`src/sv/u2h_pkg.sv`:
```
// ----------------------------------------------------------------------------
// u2h_pkg
// Shared types and helpers for the UTF-8 to UCS-2 hex encoder.
// ----------------------------------------------------------------------------
`default_nettype none

package u2h_pkg;

  localparam int UNIT_W  = 16;
  localparam int CHAR_W  = 7;
  localparam int DIGIT_W = 2;

  // One decoded code unit, aligned so the first digit sits in the top nibble
  typedef struct packed {
    logic [UNIT_W-1:0]  digits;
    logic [DIGIT_W-1:0] last_idx;  // number of digits minus one
  } unit_t;

  // Lowercase ASCII hex digit for one nibble
  function automatic logic [CHAR_W-1:0] hex_ascii(input logic [3:0] nib);
    logic [CHAR_W-1:0] ext;
    ext = {3'b000, nib};
    if (nib < 4'd10) hex_ascii = 7'h30 + ext;
    else             hex_ascii = 7'h57 + ext;
  endfunction

endpackage

`default_nettype wire

```
`src/sv/u2h_decode.sv`:
```
// ----------------------------------------------------------------------------
// u2h_decode
// UTF-8 sequence tracker: rebuilds code units, sizes them and holds one
// finished unit for the digit serialiser.
// ----------------------------------------------------------------------------
`default_nettype none

module u2h_decode
  import u2h_pkg::*;
(
  input  wire logic       clk,
  input  wire logic       rst,
  input  wire logic       cfg_we,
  input  wire logic       cfg_wdata,
  input  wire logic       in_valid,
  output logic            in_ready,
  input  wire logic [7:0] in_byte,
  output logic            unit_valid,
  output unit_t           unit,
  input  wire logic       unit_take
);

  logic        pad_to_four;
  logic [1:0]  bytes_pending;
  logic [15:0] partial_unit;

  logic [1:0]  bytes_pending_next;
  logic [15:0] partial_unit_next;
  logic        emit;
  logic [15:0] emit_val;
  logic [15:0] joined;
  logic [1:0]  nlast;
  logic        accept;

  assign accept   = in_valid && in_ready;
  assign in_ready = !unit_valid || unit_take;
  assign joined   = {partial_unit[9:0], in_byte[5:0]};

  // Byte classification and state update
  always_comb begin
    bytes_pending_next = bytes_pending;
    partial_unit_next  = partial_unit;
    emit               = 1'b0;
    emit_val           = joined;
    if (in_byte == 8'h00) begin
      // end of message drops any open sequence
      bytes_pending_next = 2'd0;
      partial_unit_next  = '0;
    end else if (bytes_pending != 2'd0) begin
      bytes_pending_next = bytes_pending - 2'd1;
      if (bytes_pending == 2'd1) begin
        emit              = 1'b1;
        partial_unit_next = '0;
      end else begin
        partial_unit_next = joined;
      end
    end else if (!in_byte[7]) begin
      emit     = 1'b1;
      emit_val = {8'h00, in_byte};
    end else if (in_byte[7:5] == 3'b110) begin
      partial_unit_next  = {11'd0, in_byte[4:0]};
      bytes_pending_next = 2'd1;
    end else if (in_byte[7:4] == 4'b1110) begin
      partial_unit_next  = {12'd0, in_byte[3:0]};
      bytes_pending_next = 2'd2;
    end
    // stray continuation and long lead bytes fall through unchanged
  end

  // Digit count: fixed four, or no leading zeros
  always_comb begin
    priority if (pad_to_four || emit_val[15:12] != 4'h0) nlast = 2'd3;
    else if (emit_val[11:8] != 4'h0)                    nlast = 2'd2;
    else if (emit_val[7:4] != 4'h0)                     nlast = 2'd1;
    else                                                nlast = 2'd0;
  end

  // State, mode register and unit holding register
  always_ff @(posedge clk) begin
    if (rst) begin
      pad_to_four   <= 1'b1;
      bytes_pending <= 2'd0;
      partial_unit  <= '0;
      unit_valid    <= 1'b0;
    end else begin
      if (cfg_we) pad_to_four <= cfg_wdata;
      if (accept) begin
        bytes_pending <= bytes_pending_next;
        partial_unit  <= partial_unit_next;
      end
      if (accept && emit) unit_valid <= 1'b1;
      else if (unit_take) unit_valid <= 1'b0;
    end
  end

  always_ff @(posedge clk) begin
    if (accept && emit) begin
      unit.digits   <= emit_val << {~nlast, 2'b00};
      unit.last_idx <= nlast;
    end
  end

endmodule

`default_nettype wire

```
`src/sv/u2h_serial.sv`:
```
// ----------------------------------------------------------------------------
// u2h_serial
// Digit serialiser: sends one code unit as ASCII hex, one digit per item,
// through a registered output stage.
// ----------------------------------------------------------------------------
`default_nettype none

module u2h_serial
  import u2h_pkg::*;
(
  input  wire logic              clk,
  input  wire logic              rst,
  input  wire logic              unit_valid,
  input  wire unit_t             unit,
  output logic                   unit_take,
  output logic                   out_valid,
  input  wire logic              out_ready,
  output logic [CHAR_W-1:0]      out_char,
  output logic                   out_last
);

  logic [UNIT_W-1:0]  rest;
  logic [DIGIT_W-1:0] left;
  logic               advance;
  logic               load_ok;

  // Free when empty or when the final digit leaves this cycle
  assign load_ok   = !out_valid || (out_ready && out_last);
  assign unit_take = unit_valid && load_ok;
  assign advance   = out_valid && out_ready && !out_last;

  always_ff @(posedge clk) begin
    if (rst) begin
      out_valid <= 1'b0;
    end else if (unit_take) begin
      out_valid <= 1'b1;
    end else if (out_valid && out_ready && out_last) begin
      out_valid <= 1'b0;
    end
  end

  // Digit shift register and output data
  always_ff @(posedge clk) begin
    if (unit_take) begin
      out_char <= hex_ascii(unit.digits[UNIT_W-1 -: 4]);
      out_last <= (unit.last_idx == '0);
      rest     <= unit.digits << 4;
      left     <= unit.last_idx;
    end else if (advance) begin
      out_char <= hex_ascii(rest[UNIT_W-1 -: 4]);
      out_last <= (left == 2'd1);
      rest     <= rest << 4;
      left     <= left - 2'd1;
    end
  end

endmodule

`default_nettype wire

```
`src/sv/utf8_to_ucs2_hex_encoder.sv`:
```
// ----------------------------------------------------------------------------
// utf8_to_ucs2_hex_encoder
// UTF-8 bytes in, UCS-2 code units out as lowercase ASCII hex digits.
// ----------------------------------------------------------------------------
// Usage:
//   s_axis carries one UTF-8 byte per item; a zero byte ends the message and
//   discards any unfinished sequence. m_axis carries one hex digit per item,
//   most significant first, with tlast on the final digit of each unit.
//   cfg_we/cfg_wdata set pad_to_four (1 after reset): 1 gives four digits per
//   unit, 0 drops leading zeros so that zero gives a single '0'. Write it
//   only while the block is idle.
//   With the serialiser free, a completing byte is first held in the unit
//   register, then its first digit is loaded into the output register.
//   Throughput: one digit per cycle on m_axis while m_axis_tready is high;
//   a unit of n digits is sent as n items; an ASCII byte gives up to four digits.
//   Bytes that complete nothing are taken one per cycle while s_axis_tready is high.
//   A unit register sits between decoder and serialiser, so the next byte is
//   taken while the current unit is still being sent.
//   Reset clears the sequence state, empties both stages and sets padding on.
//   A stall on m_axis holds the digit; s_axis_tready drops once the unit
//   register is also full.
// ----------------------------------------------------------------------------
`default_nettype none

module utf8_to_ucs2_hex_encoder
  import u2h_pkg::*;
(
  input  wire logic       clk,
  input  wire logic       rst,
  input  wire logic       cfg_we,
  input  wire logic       cfg_wdata,      // pad_to_four
  input  wire logic       s_axis_tvalid,
  output logic            s_axis_tready,
  input  wire logic [7:0] s_axis_tdata,   // [7:0] data_byte
  output logic            m_axis_tvalid,
  input  wire logic       m_axis_tready,
  output logic [7:0]      m_axis_tdata,   // [6:0] hex_char, [7] zero
  output logic            m_axis_tlast    // last_digit
);

  logic              unit_valid;
  logic              unit_take;
  unit_t             unit;
  logic [CHAR_W-1:0] hex_char;

  u2h_decode u_decode (
    .clk        (clk),
    .rst        (rst),
    .cfg_we     (cfg_we),
    .cfg_wdata  (cfg_wdata),
    .in_valid   (s_axis_tvalid),
    .in_ready   (s_axis_tready),
    .in_byte    (s_axis_tdata),
    .unit_valid (unit_valid),
    .unit       (unit),
    .unit_take  (unit_take)
  );

  u2h_serial u_serial (
    .clk        (clk),
    .rst        (rst),
    .unit_valid (unit_valid),
    .unit       (unit),
    .unit_take  (unit_take),
    .out_valid  (m_axis_tvalid),
    .out_ready  (m_axis_tready),
    .out_char   (hex_char),
    .out_last   (m_axis_tlast)
  );

  assign m_axis_tdata = {1'b0, hex_char};

endmodule

`default_nettype wire

```
`config.mk`:
```
export PLATFORM = sky130hd
export DESIGN_NAME = utf8_to_ucs2_hex_encoder
export DESIGN_NICKNAME = d
export VERILOG_FILES = /design/src/sv/u2h_pkg.sv /design/src/sv/u2h_decode.sv /design/src/sv/u2h_serial.sv /design/src/sv/utf8_to_ucs2_hex_encoder.sv
export SDC_FILE = /design/constraint.sdc
export NUM_CORES = 1
export LEC_CHECK = 0
export ABC_AREA = 1
export BUFFER_PORTS_ARGS = -buffer_cell sky130_fd_sc_hd__buf_2
export CORE_MARGIN = 2
export CORE_UTILIZATION = 35
export DETAILED_ROUTE_END_ITERATION = 8
export GPL_TIMING_DRIVEN = 0
export REMOVE_ABC_BUFFERS = 1
export SETUP_SLACK_MARGIN = 0.02
export SYNTH_ARGS = -nofsm -noshare
export SYNTH_HDL_FRONTEND = slang
export SYNTH_SLANG_ARGS = --single-unit
```
`constraint.sdc`:
```
create_clock -name clk -period 5.2 [get_ports clk]
set_input_delay 0.52 -clock clk [delete_from_list [all_inputs] [get_ports clk]]
set_output_delay 0.52 -clock clk [all_outputs]
set_load 0.1 [all_outputs]
```
======== Yosys cells after proc, flatten, opt, wreduce, memory -nomap -nowiden ========
Index checks and enable logic that the tools add are counted.
storage, ports and cells
  register bits ........................... 55
  bits of input ports ..................... 14
  output and inout bits ................... 11
  word-level logic and storage cells ...... 85
operators by class
  add/subtract/negate cells ............... 6
  magnitude comparators ................... 2
  eq/ne operators ......................... 4
  shifts and indexed selects .............. 1
  muxes and demuxes ....................... 35
  bitwise gates (word level) .............. 1
  reductions and logical operators ........ 25
operators with widths
  kind                 number
  $mux 16              5
  $mux 10              6
  $mux 7               4
  $mux 2               9
  $reduce_bool 4->1    4
  $shl 16x4->16        1
  $add 6x4->7 const A  2
  $add 7x4->7 const A  2
  $mux 1               11
  $logic_not 8->1      1
  $lt 4x4->1 const B   2
  $reduce_bool 2->1    4
  $logic_and 1x1->1    7
  $eq 2x1->1 const B   2
  $eq 4x4->1 const B   1
  $sub 2x1->2 const B  2
  $eq 3x3->1 const B   1
  $logic_not 1->1      3
  $logic_or 1x1->1     3
  $reduce_and 3->1     1
  $reduce_bool 3->1    1
  $logic_not 2->1      1
  $not 2->2            1

======== Depth between registers and ports, before layout ========
  depth after elaboration ................. 9
  depth in mapped cells ................... 15
  depth with buffers taken out ............ 14

======== Cells and area by module ========
A second synthesis with hierarchy kept.
second synthesis, totals
  cell total of the unflattened synthesis .. 357
  area total of the unflattened synthesis .. 2939.1 µm²
by module, submodules not included
  module                    instances  cells an instance  area each (µm²)  seq. area each (µm²)
  u2h_decode                1          221                1720.4           820.8
  u2h_serial                1          134                1207.4           680.7
  utf8_to_ucs2_hex_encoder  1          2                  11.3             0.0

======== Worst setup path after synthesis ========
OpenSTA, ideal clock, no wires.
  kind .................................... register to register
  from .................................... register u_serial.out_valid
  to ...................................... register u_serial.left[0], enable pin
  library setup time ...................... 0.540 ns
  data arrival time ....................... 2.681 ns
  data required time ...................... 4.660 ns
  setup slack ............................. 1.978 ns
  cell stages (with the launch flop) ...... 7
  buffers on the path ..................... 2
  period minus slack after synthesis ...... 3.222 ns
  cell sequence ........................... dfxtp_1 > a21boi_1 > nor2_1 > inv_1 > clkbuf_1 > buf_2 > o21ai_0
on the way
  cells in the longest elaborated chain, start to end .. 4
  elaborated cells between the ends (all ways) .. 6
  classes of those cells .................. reduce/logical: 6
RTL lines
  what                             line              text
  from (decl)                      u2h_serial.sv:16  output logic out_valid,
  from (signal assigned)           u2h_serial.sv:34  out_valid <= 1'b0;
  from (signal assigned)           u2h_serial.sv:36  out_valid <= 1'b1;
  from (signal assigned)           u2h_serial.sv:38  out_valid <= 1'b0;
  $logic_not 1->1                  u2h_serial.sv:28  assign load_ok = !out_valid || (out_ready && out_last);
  $logic_or 1x1->1                 u2h_serial.sv:28
  $logic_and 1x1->1                u2h_serial.sv:29  assign unit_take = unit_valid && load_ok;
  $reduce_bool 2->1 (no line) (*)  -
  to (signal assigned)             u2h_serial.sv:48  left <= unit.last_idx;
  to (signal assigned)             u2h_serial.sv:53  left <= left - 2'd1;
  to (decl)                        u2h_serial.sv:23  logic [DIGIT_W-1:0] left;
Every way passes the cells marked *; elsewhere a longest branch is shown, timed or not.
A chain may end at the register's enable or synchronous reset.

======== Final worst setup path ========
  from .................................... register u_serial.out_last
  to ...................................... register u_serial.rest[7], enable pin
on the way
  cells in the longest elaborated chain, start to end .. 4
  elaborated cells between the ends (all ways) .. 6
  classes of those cells .................. reduce/logical: 6
RTL lines
  what                             line              text
  from (decl)                      u2h_serial.sv:19  output logic out_last
  from (signal assigned)           u2h_serial.sv:46  out_last <= (unit.last_idx == '0);
  from (signal assigned)           u2h_serial.sv:51  out_last <= (left == 2'd1);
  $logic_and 1x1->1                u2h_serial.sv:28
  $logic_or 1x1->1                 u2h_serial.sv:28
  $logic_and 1x1->1                u2h_serial.sv:29
  $reduce_bool 2->1 (no line) (*)  -
  to (signal assigned)             u2h_serial.sv:47  rest <= unit.digits << 4;
  to (signal assigned)             u2h_serial.sv:52  rest <= rest << 4;
  to (decl)                        u2h_serial.sv:22  logic [UNIT_W-1:0] rest;
Marked as above.

==> reports/results.ini <==
[power_and_ir_drop]
intPower_mw=0.698
combinationalPowerShare=0.175
p_clk_frac=0.296
p_sw_frac=0.291
p_per_area_mw_per_mm2=318
power.switching_mw=0.286
sequentialPowerShare=0.528
power_mw=0.984
p_leak_nw=1.36
ir_worst_vdd_v=0.000156

[layout]
postLayoutCoreUtil=0.400
num_antenna_cells=0
num-nets-final=371
area.growth.synth_to_final_pct=11.2
nFillCells=800
drive_above_1_share=0.141
finalInstanceArea_sq_mm=0.00309
finalNonFillerCells=457

[timing]
finalCritPeriodShare=0.553
rsz0062_at_grt=false
slew_headroom=0.224
period_minus_slack_ns=2.88
setup_tns_ns=0
max_slew.worst_pin.slew_ns=1.16
slew_viol_final=0
setup_viol=0
fmax_mhz=348
skew_ns=0.00614
finalHoldViolCount=0

[logic_synthesis]
synth_area_sq_mm=0.00278
yosysUniqueCellTypes=29
yosysSeqAreaShare=0.540
synth_top_area_frac=0.432
synth_top_area_cell=edfxtp_1
ys.flop_type=edfxtp_1
synth_cells=334
synth.most_common_cell=nand2_1
yosys-top-cells-area=edfxtp_1 43%, nand2_1 12%, dfxtp_1 11%
synth_enable_flop_cells=40
synthArstFlopShare=0
yosys-top-cells-count=92 x nand2_1, 40 x edfxtp_1, 35 x inv_1
ys_ff_latch=55
yosysWarnings=0
avgSynthCellArea_sq_um=8.33

[worst_setup_path]
ff2ff_setup_slack_ns=2.32
critPathBufInv=2
end_kind=flip-flop
worstPathMaxFanout=20
max_stage_delay_ns=0.88
cp.required_ns=5.22
worstPathCellList=a21boi_1, nor2_1, inv_1, o21ai_2, buf_8
slowest_stage=nor2_1
crit_family=simple AND/OR/NAND/NOR gates
critPathLaunchType=flip-flop
arrival_ns=2.90
criticalPathCategory=flip-flop to flip-flop

[die]
boundaryPins=25
rows=32
die_x_microns=93.2
chipHeight_microns=93.2
initial_core_util=0.360
core_sq_mm=0.00773
die_area_sq_mm=0.00868

[placed_design]
dp.cells=449
placed_cell_area_sq_mm=0.00298
gp_congestion=0.871
post-dp-hpwl_microns=3930
portBuffers=23

[route]
vias=2152
viasPerCell=4.71
route.detailed.drc=0
drtAntennaViolNets=0
drtIter0Drc=70
wl_microns=5290
wl_per_cell_microns=11.6
first_pass_iters=4

[run]
cap_violations=0

[clocking]
cts_buffers=5
cts_tree=built
ctsResizeCount=0
clkTransAtPathRegs_ns=0.10
post_cts_buffers=0
cts_max_path_buffers=2
cts_hold_buffers=0
insertion_delay_ns=0.31
cts-root-buf=clkbuf_8
clkSinkCount=55
ctsHtreeMaxLevel=2

[min_path]
min_path_type=input port to flip-flop

[global_route]
track_usage=0.135
antenna_found_initial=0
grt_first_pass_wirelength_microns=9330
grt_max_degree=21
grt_pass1_vias=2039
grt_overflow_total=0

[status]
status=finished clean

==> power groups by stage <==
stage	sequential [mW]	combinational, mW	clock [mW]
2_1_floorplan	0.553	0.106	0
6_report	0.520	0.172	0.292
3_5_place_dp	0.530	0.173	0
4_1_cts	0.520	0.173	0.302
3_3_place_gp	0.530	0.169	0
5_1_grt	0.523	0.197	0.318
==> per-layer routing <==
| layer | global-route usage | wire, microns | vias up |
|---|---|---|---|
| li1 | - | - | 1130 |
| met1 | 0.179 | 2560 | 983 |
| met2 | 0.224 | 2490 | 27 |
| met3 | 0.0242 | 137 | 12 |
| met4 | 0.0478 | 105 | 0 |
| met5 | 0 | 0 | - |
==> area by class of cell <==
type | instances | area [sq um] | share of cell area
flip-flops and latches | 55 | 1500 | 0.485
multi-input cells | 227 | 1070 | 0.345
inverters | 41 | 154 | 0.0498
repair buffers | 24 | 130 | 0.0421
well taps | 102 | 128 | 0.0413
clock buffers | 6 | 72.6 | 0.0235
clock inverters | 2 | 38.8 | 0.0125
==> path summary, 6_finish.rpt <==
path | to | depth (start not counted) | from
hold / removal | u_decode.pad_to_four | 2 | cfg_we
setup / recovery | u_serial.rest[7] | 5 | u_serial.out_last
setup reg to reg | u_serial.rest[7] | 5 | u_serial.out_last
hold reg to reg | u_decode.partial_unit[6] | 2 | u_decode.partial_unit[6]
==> state kept, by name (all words and copies together), names as in the netlist <==
name and count:
u_decode.unit_valid 1, u_serial.out_last 1, u_serial.rest 12, u_decode.unit 18, u_serial.out_char 7, u_decode.bytes_pending 2, u_decode.pad_to_four 1, u_serial.left 2
u_serial.out_valid 1, u_decode.partial_unit 10
==> cells by family (layout without fill, tap and decap cells) <==
family                   Yosys count  after routing  share of synthesized area
buffers and inverters             52             73                     0.0778
other                              2              2                    0.00270
AND/OR/NAND/NOR                  170            170                      0.265
flip-flops                        55             55                      0.540
AO/OA/AOI/OAI                     52             52                      0.101
adder cells (fa/ha/maj)            3              3                     0.0135
==> worst register-to-register path, cell delays in order, from the launching register on <==
cell      delay, ns
edfxtp_1       0.41
a21boi_1       0.12
nor2_1         0.88
inv_1          0.63
o21ai_2        0.32
buf_8          0.24
==> per-stage QoR <==
stage	hold slack, ns	worst slack (ns)
final	0.404	2.32
after detailed placement	0.468	2.06
after global placement	0.471	1.14
after floorplan	0.451	1.72
after global routing	0.427	2.00
after CTS	0.396	2.24
==> layout by cell type, fill, tap and decap left out, types with 2 or more instances in the layout <==
cell / Yosys / routed
dfxtp_1: 15 / 15
ha_1: 3 / 3
clkbuf_8: 0 / 5
o21ai_1: 3 / 3
nand2_2: 2 / 2
edfxtp_1: 40 / 40
buf_2: 2 / 23
inv_2: 6 / 6
o21ai_0: 18 / 17
nand2_1: 92 / 92
a21oi_1: 24 / 24
nand2_4: 3 / 3
nor2_2: 4 / 4
nor2_1: 31 / 31
nand3_1: 34 / 34
inv_1: 35 / 35
conb_1: 2 / 2
o31ai_1: 2 / 2
(Power assumes the default switching activity.)
